### src/hdl/swnd_pkg.sv
// Package: sizes, codes and transaction types of the sliding window sender
package swnd_pkg;

    localparam int WINDOW_LEN = 4;
    localparam int SEQ_BITS   = 3;
    localparam int SEQ_SPACE  = 1 << SEQ_BITS;
    localparam int DATA_BITS  = 32;
    localparam int THR_BITS   = 3;
    localparam logic [THR_BITS-1:0] THR_RESET = THR_BITS'(3);

    localparam logic [SEQ_BITS-1:0] WIN_OFS = SEQ_BITS'(WINDOW_LEN % SEQ_SPACE);

    typedef enum logic [1:0] {
        REQ_SEND    = 2'd0,
        REQ_ACK     = 2'd1,
        REQ_TIMEOUT = 2'd2
    } t_req_type;

    typedef enum logic [1:0] {
        TMR_LEAVE   = 2'd0,
        TMR_STOP    = 2'd1,
        TMR_RESTART = 2'd2
    } t_timer_cmd;

    typedef struct packed {
        t_req_type             req_type;
        logic                  ack_ok;
        logic [SEQ_BITS-1:0]   ack_number;
        logic [DATA_BITS-1:0]  payload;
    } t_req;

    // first field in the highest bits
    typedef struct packed {
        logic                  window_full;
        t_timer_cmd            timer_command;
        logic [DATA_BITS-1:0]  tx_data;
        logic [SEQ_BITS-1:0]   tx_sequence;
        logic                  tx_valid;
        logic                  send_accepted;
    } t_result;

    typedef struct packed {
        logic                  we;
        logic [SEQ_BITS-1:0]   addr;
        logic [DATA_BITS-1:0]  data;
    } t_store_wr;

    localparam int IN_BITS  = ((DATA_BITS + SEQ_BITS + 1 + 7) / 8) * 8;
    localparam int OUT_BITS = (($bits(t_result) + 7) / 8) * 8;

endpackage

### src/hdl/sliding_window_sender.sv
// Top level: go-back-N sender with fast retransmit, stream ports and threshold register
//
// Takes one request transaction (send, ack, timeout) per clock while the master
// side accepts results, and returns exactly one result transaction for each, in
// order. A request is held in the input register; the window update and the
// result are computed from it and land in the result register. Throughput is
// one transaction per cycle while results are taken, set by the update loop on
// base, next and the duplicate count. The input register doubles as a skid stage:
// while a result waits on the master side, a new request is still taken if the
// input register is empty. The payload store is not cleared after reset. The
// duplicate-ack threshold resets to 3 and should be written only while the block is idle.
module sliding_window_sender (
    input  logic                              i_clk,
    input  logic                              i_rst_n,
    input  logic                              i_s_axis_tvalid,
    output logic                              o_s_axis_tready,
    // [31:0] payload_word, [34:32] ack_number, [35] ack_checksum_ok, [39:36] zero
    input  logic [swnd_pkg::IN_BITS-1:0]      i_s_axis_tdata,
    // [1:0] req_type
    input  logic [1:0]                        i_s_axis_tuser,
    output logic                              o_m_axis_tvalid,
    input  logic                              i_m_axis_tready,
    // [0] send_accepted, [1] tx_valid, [4:2] tx_sequence, [36:5] tx_data,
    // [38:37] timer_command, [39] window_full
    output logic [swnd_pkg::OUT_BITS-1:0]     o_m_axis_tdata,
    input  logic                              i_cfg_valid,
    output logic                              o_cfg_ready,
    input  logic [swnd_pkg::THR_BITS-1:0]     i_cfg_data
);
    import swnd_pkg::*;

    logic                  r_in_valid;
    t_req                  r_in_req;
    logic                  r_out_valid;
    t_result               r_out_res;
    logic [THR_BITS-1:0]   r_threshold;
    logic                  out_free;
    logic                  fire;
    logic                  in_take;
    t_req                  in_req;
    t_result               core_res;
    t_store_wr             store_wr;
    logic [SEQ_BITS-1:0]   rd_base;
    logic [DATA_BITS-1:0]  base_data;

    assign out_free        = !r_out_valid || i_m_axis_tready;
    assign fire            = r_in_valid && out_free;
    assign o_s_axis_tready = !r_in_valid || fire;
    assign in_take         = i_s_axis_tvalid && o_s_axis_tready;
    assign o_cfg_ready     = 1'b1;

    assign in_req.req_type   = t_req_type'(i_s_axis_tuser);
    assign in_req.payload    = i_s_axis_tdata[DATA_BITS-1:0];
    assign in_req.ack_number = i_s_axis_tdata[DATA_BITS +: SEQ_BITS];
    assign in_req.ack_ok     = i_s_axis_tdata[DATA_BITS+SEQ_BITS];

    always_ff @(posedge i_clk) begin
        if (!i_rst_n) begin
            r_in_valid  <= 1'b0;
            r_out_valid <= 1'b0;
            r_threshold <= THR_RESET;
        end else begin
            if (in_take) begin
                r_in_valid <= 1'b1;
            end else if (fire) begin
                r_in_valid <= 1'b0;
            end
            if (fire) begin
                r_out_valid <= 1'b1;
            end else if (i_m_axis_tready) begin
                r_out_valid <= 1'b0;
            end
            if (i_cfg_valid) begin
                r_threshold <= i_cfg_data;
            end
        end
    end

    always_ff @(posedge i_clk) begin
        if (in_take) begin
            r_in_req <= in_req;
        end
        if (fire) begin
            r_out_res <= core_res;
        end
    end

    swnd_core u_core (
        .i_clk       (i_clk),
        .i_rst_n     (i_rst_n),
        .i_fire      (fire),
        .i_req       (r_in_req),
        .i_threshold (r_threshold),
        .i_base_data (base_data),
        .o_rd_base   (rd_base),
        .o_wr        (store_wr),
        .o_result    (core_res)
    );

    swnd_store u_store (
        .i_clk   (i_clk),
        .i_wr    (store_wr),
        .i_raddr (rd_base),
        .o_rdata (base_data)
    );

    assign o_m_axis_tvalid = r_out_valid;
    assign o_m_axis_tdata  = OUT_BITS'(r_out_res);

endmodule

### src/hdl/swnd_store.sv
// Store of unacknowledged payloads, indexed by sequence number
module swnd_store (
    input  logic                              i_clk,
    input  swnd_pkg::t_store_wr               i_wr,
    input  logic [swnd_pkg::SEQ_BITS-1:0]     i_raddr,
    output logic [swnd_pkg::DATA_BITS-1:0]    o_rdata
);
    import swnd_pkg::*;

    logic [DATA_BITS-1:0] r_mem [SEQ_SPACE];
    logic [DATA_BITS-1:0] r_rdata;

    always_ff @(posedge i_clk) begin
        if (i_wr.we) begin
            r_mem[i_wr.addr] <= i_wr.data;
        end
        if (i_wr.we && (i_wr.addr == i_raddr)) begin
            r_rdata <= i_wr.data;
        end else begin
            r_rdata <= r_mem[i_raddr];
        end
    end

    assign o_rdata = r_rdata;

endmodule

### src/hdl/swnd_core.sv
// Window state: base, next, duplicate count, and the per-transaction result
module swnd_core (
    input  logic                              i_clk,
    input  logic                              i_rst_n,
    input  logic                              i_fire,
    input  swnd_pkg::t_req                    i_req,
    input  logic [swnd_pkg::THR_BITS-1:0]     i_threshold,
    input  logic [swnd_pkg::DATA_BITS-1:0]    i_base_data,
    output logic [swnd_pkg::SEQ_BITS-1:0]     o_rd_base,
    output swnd_pkg::t_store_wr               o_wr,
    output swnd_pkg::t_result                 o_result
);
    import swnd_pkg::*;

    logic [SEQ_BITS-1:0] r_base;
    logic [SEQ_BITS-1:0] r_next;
    logic [THR_BITS-1:0] r_dup;
    logic [SEQ_BITS-1:0] n_base;
    logic [SEQ_BITS-1:0] n_next;
    logic [THR_BITS-1:0] n_dup;
    logic [SEQ_BITS-1:0] ack_plus;
    logic [SEQ_BITS-1:0] offset;
    logic                is_empty;
    logic                is_full;

    always_ff @(posedge i_clk) begin
        if (!i_rst_n) begin
            r_base <= '0;
            r_next <= '0;
            r_dup  <= '0;
        end else if (i_fire) begin
            r_base <= n_base;
            r_next <= n_next;
            r_dup  <= n_dup;
        end
    end

    assign is_empty  = (r_base == r_next);
    assign is_full   = (r_next == r_base + WIN_OFS);
    assign offset    = i_req.ack_number - r_base;
    assign ack_plus  = i_req.ack_number + SEQ_BITS'(1);
    assign o_rd_base = !i_rst_n ? '0 : (i_fire ? n_base : r_base);

    always_comb begin
        n_base   = r_base;
        n_next   = r_next;
        n_dup    = r_dup;
        o_wr     = '{we: 1'b0, addr: r_next, data: i_req.payload};
        o_result = '0;
        case (i_req.req_type)
            REQ_SEND: begin
                if (!is_full) begin
                    o_wr.we                = i_fire;
                    o_result.send_accepted = 1'b1;
                    o_result.tx_valid      = 1'b1;
                    o_result.tx_sequence   = r_next;
                    o_result.tx_data       = i_req.payload;
                    if (is_empty) begin
                        o_result.timer_command = TMR_RESTART;
                    end
                    n_next = r_next + SEQ_BITS'(1);
                end
            end
            REQ_ACK: begin
                if (!is_empty && i_req.ack_ok) begin
                    if (32'(offset) < WINDOW_LEN) begin
                        n_base = ack_plus;
                        o_result.timer_command = (ack_plus == r_next) ? TMR_STOP
                                                                     : TMR_RESTART;
                    end else begin
                        n_dup = r_dup + THR_BITS'(1);
                        if (n_dup == i_threshold) begin
                            n_dup                  = '0;
                            o_result.tx_valid      = 1'b1;
                            o_result.tx_sequence   = r_base;
                            o_result.tx_data       = i_base_data;
                            o_result.timer_command = TMR_RESTART;
                        end
                    end
                end
            end
            REQ_TIMEOUT: begin
                o_result.tx_valid      = 1'b1;
                o_result.tx_sequence   = r_base;
                o_result.tx_data       = i_base_data;
                o_result.timer_command = TMR_RESTART;
            end
            default: begin
            end
        endcase
        o_result.window_full = (n_next == n_base + WIN_OFS);
    end

endmodule

### config.mk
export PLATFORM = sky130hd
export DESIGN_NAME = sliding_window_sender
export DESIGN_NICKNAME = d
export VERILOG_FILES = /design/src/hdl/swnd_pkg.sv /design/src/hdl/sliding_window_sender.sv /design/src/hdl/swnd_store.sv /design/src/hdl/swnd_core.sv
export SDC_FILE = /design/constraint.sdc
export NUM_CORES = 1
export LEC_CHECK = 0
export BUFFER_PORTS_ARGS = -buffer_cell sky130_fd_sc_hd__buf_4
export CAP_MARGIN = 15
export CORE_UTILIZATION = 59
export CTS_CLUSTER_DIAMETER = 30
export DETAILED_ROUTE_END_ITERATION = 6
export PLACE_DENSITY = 0.78
export SLEW_MARGIN = 15
export SYNTH_ARGS = -nofsm -noshare
export SYNTH_HDL_FRONTEND = slang
export SYNTH_SLANG_ARGS = --single-unit
### constraint.sdc
create_clock -name i_clk -period 5.65 [get_ports i_clk]
set_clock_uncertainty 0.2 [all_clocks]
set_input_delay 0.8475 -clock i_clk [delete_from_list [all_inputs] [get_ports i_clk]]
set_output_delay 0.8475 -clock i_clk [all_outputs]
set_load 0.05 [all_outputs]
==> summary.md <==
| Metric | Value |
|---|---|
| Final worst path period share | 68.0% |
| Die width | 152 microns |
| First-pass GRT wire length | 43400 microns |
| Total Wirelength | 28300 microns |
| CTS max path bufs | 3 |
| Syn_area_per_cell | 20.1 sq um |
| Top cells by area, synth | edfxtp_1 (75%), mux4_2 (11%), mux2i_1 (2.8%) |
| Share of cells above drive strength 1 | 33.4% |
| IO buf count | 87 |
| CTS Hold Buffers Added | 0 |
| Yosys reg bits | 348 |
| Slew @ Worst Pin | 0.991 ns |
| Die area | 0.0233 sq mm |
| IO Pins | 93 |
| Outcome | completed |
| Final setup viols | 0 |
| Post-DR vias/cell | 6.15 |
| Initial Utilization | 60.7% |
| Ys flop type | edfxtp_1 |
| Setup TNS | 0 ns |
| Total global routing overflow | 0 |
| WP data arrival | 3.90 ns |
| Worst Setup Start Kind | register |
| ANT cells | 0 |
| Number of fill cells | 1235 |
| Hold Vio Cnt, Final | 0 |
| Dpl hpwl | 13700 microns |
| Drt pass-1 iters | 7 |
| Leak | 5.67 nW |
| Cts repair resizes | 0 |
| Yosys warnings | 0 |
| Wirelength per Cell | 25.3 microns |
| Max-slew violation count | 0 |
| Post-synth top area share | 75.1% |
| CTS root buffer | clkbuf_16 |
| Clk_lat worst skew | 0.56 ns |
| Core Area | 0.0220 sq mm |
| Reg-to-Reg End | o_m_axis_tdata[30] |
| Vias after detailed routing | 6871 |
| Syn nets | 721 |
| Crit path max fanout | 67 |
| Max cap viols | 0 |
| Leading area contributor after synthesis | edfxtp_1 |
| Nets | 846 |
| Antenna Nets Post-Route | 0 |
| Most frequent cell after synthesis | edfxtp_1 |
| Mapped Cells | 666 |
| CTS tree | done |
| Slew HR | 33.9% |
| Synth cell types | 47 |
| Sequential element share of the synthesized area | 77.2% |
| Drt drc | 0 |
| Synth cell count leaders | edfxtp_1 (334), mux4_2 (64), nand2_1 (46) |
| Die height | 152 microns |
| Vias in the first global route | 7490 |
| CP endpoint kind | register |
| Hold path depth | 1 |
| Register-to-Register Path Depth | 7 |
| Layout Utilization | 74.1% |
| Initial antenna violation count | 0 |
| FFs w/ async S/R, synth | 0% |
| Tot GR Track Use | 25.5% |
| Min-Delay Path Class | in2reg |
| Worst path required time | 5.70 ns |
| Placer congestion estimate | 0.813 |
| Kind of critical path | reg2reg |
| Area growth syn-to-layout | 22.2% |
| R2R setup slack | 1.81 ns |
| Largest net degree at the start of global routing | 68 |
| Row Count | 54 |
| # H-tree levels | 2 |
| Period minus WS final | 3.84 ns |
| Setup repair bufs after CTS | 0 |
| Post-synthesis cell area | 0.0134 sq mm |
| RSZ-0062 raised after global routing | false |
| Post-synth EDFFs | 334 |
| VDD IR max | 0.000398 V |
| Hold EP | r_in_req[25] |
| Initial DRC count | 541 |
| Pwr Density | 408 mW/mm^2 |
| Reg2reg start | u_core.r_base[1] |
| Fmax | 260 MHz |
| Sink Count | 348 |
| TritonCTS buffer count | 57 |
| Clock slew seen by the registers of the worst setup and hold paths | 0.05 ns |
| Hold Path Origin | i_s_axis_tdata[25] |
layout make-up:
type	instances	area (sq um)	area share [%]
inverters	7	26.3	0.161
clock inverters	42	479	2.93
multi-input cells	277	2900	17.8
repair buffers	100	763	4.67
well taps	280	350	2.15
clock buffers	64	1500	9.16
flip-flops and latches	348	10300	63.2
logic make-up after synthesis:
logic type               Yosys count  share of synthesized area (%)
buffers and inverters             41                           1.56
flip-flops                       348                           77.2
AND/OR/NAND/NOR                   94                           3.27
other                              1                         0.0281
multiplexers                     104                           13.8
adder cells (fa/ha/maj)            5                          0.468
XOR/XNOR                          17                           1.23
AO/OA/AOI/OAI                     56                           2.44
worst max path at each step:
stage,from,endpoint,slack [ns],cells after the start
floorplan,i_m_axis_tready,u_store.r_mem[0][0],0.35,6
global placement,u_core.r_base[1],o_m_axis_tdata[23],1.87,7
detailed placement,u_core.r_base[1],o_m_axis_tdata[15],1.85,7
CTS,u_core.r_base[1],o_m_axis_tdata[30],1.79,7
global route,u_core.r_base[1],o_m_axis_tdata[15],1.60,7
finish,u_core.r_base[1],o_m_axis_tdata[30],1.81,7
stage by stage:
| stage | hold slack [ns] | std cells | instance area, sq um | total power [W] | setup slack (ns) |
|---|---|---|---|---|---|
| 6_report | 0.256 | 1118 | 16300 | 0.00667 | 1.81 |
| 5_1_grt | 0.241 | 1118 | 16300 | 0.00684 | 1.60 |
| 4_1_cts | 0.237 | 1118 | 16300 | 0.00671 | 1.79 |
| 3_5_place_dp | 0.287 | 1012 | 14400 | 0.00321 | 1.85 |
| 3_3_place_gp | 0.260 | 1012 | 14400 | 0.00320 | 1.87 |
| 2_1_floorplan | 0.249 | 666 | 13400 | 0.00311 | 0.355 |
critical path, cell delays in order (launching register included):
cell,delay [ns]
dfxtp_2,0.34
buf_4,0.75
inv_1,0.17
ha_1,0.33
a21oi_2,0.18
xor2_1,0.37
o32a_2,0.89
o21ai_0,0.26
cells in the final DEF, fill, tap and decap left out, types with 2 or more instances in the layout:
cell	Yosys	final
edfxtp_1	334	334
buf_4	4	99
mux4_2	64	64
clkbuf_16	0	59
nand2_1	46	46
mux2i_1	38	38
o21ai_1	31	31
dfxtp_1	14	12
nor2_1	17	11
inv_6	0	9
clkinv_1	0	9
nand2b_1	8	8
xor2_1	8	8
bufinv_16	0	8
xnor2_1	7	7
o21ai_0	7	7
nand3_1	6	6
nor2_4	0	6
clkinvlp_4	0	6
inv_1	6	5
a21oi_1	5	5
ha_1	5	5
clkinv_4	0	5
clkbuf_1	12	5
nor3_1	5	3
nor3_2	1	3
clkinv_2	0	3
inv_2	1	2
o31a_1	3	2
a211oi_1	2	2
nor4_1	2	2
inv_8	0	2
layer usage:
layer | GRT usage, % | part of all wire (%)
met3 | 5.20 | 7.2
met1 | 31.2 | 38
met4 | 13.0 | 3.3
met5 | 0 | 0
met2 | 43.5 | 52
registers in the layout, indices dropped and copies added (netlist names):
signal           flops
o_m_axis_tdata      40
o_m_axis_tvalid      1
r_in_req            38
r_in_valid           1
r_threshold          3
u_core.r_base        3
u_core.r_dup         3
u_core.r_next        3
u_store.r_mem      256
report_power, final:
group          internal [W]  total (W)  switching [W]
logic             0.0000893   0.000244       0.000155
registers           0.00288    0.00292      0.0000420
clock network       0.00228    0.00351        0.00122
Note: power is estimated with default switching activity, not from simulation.
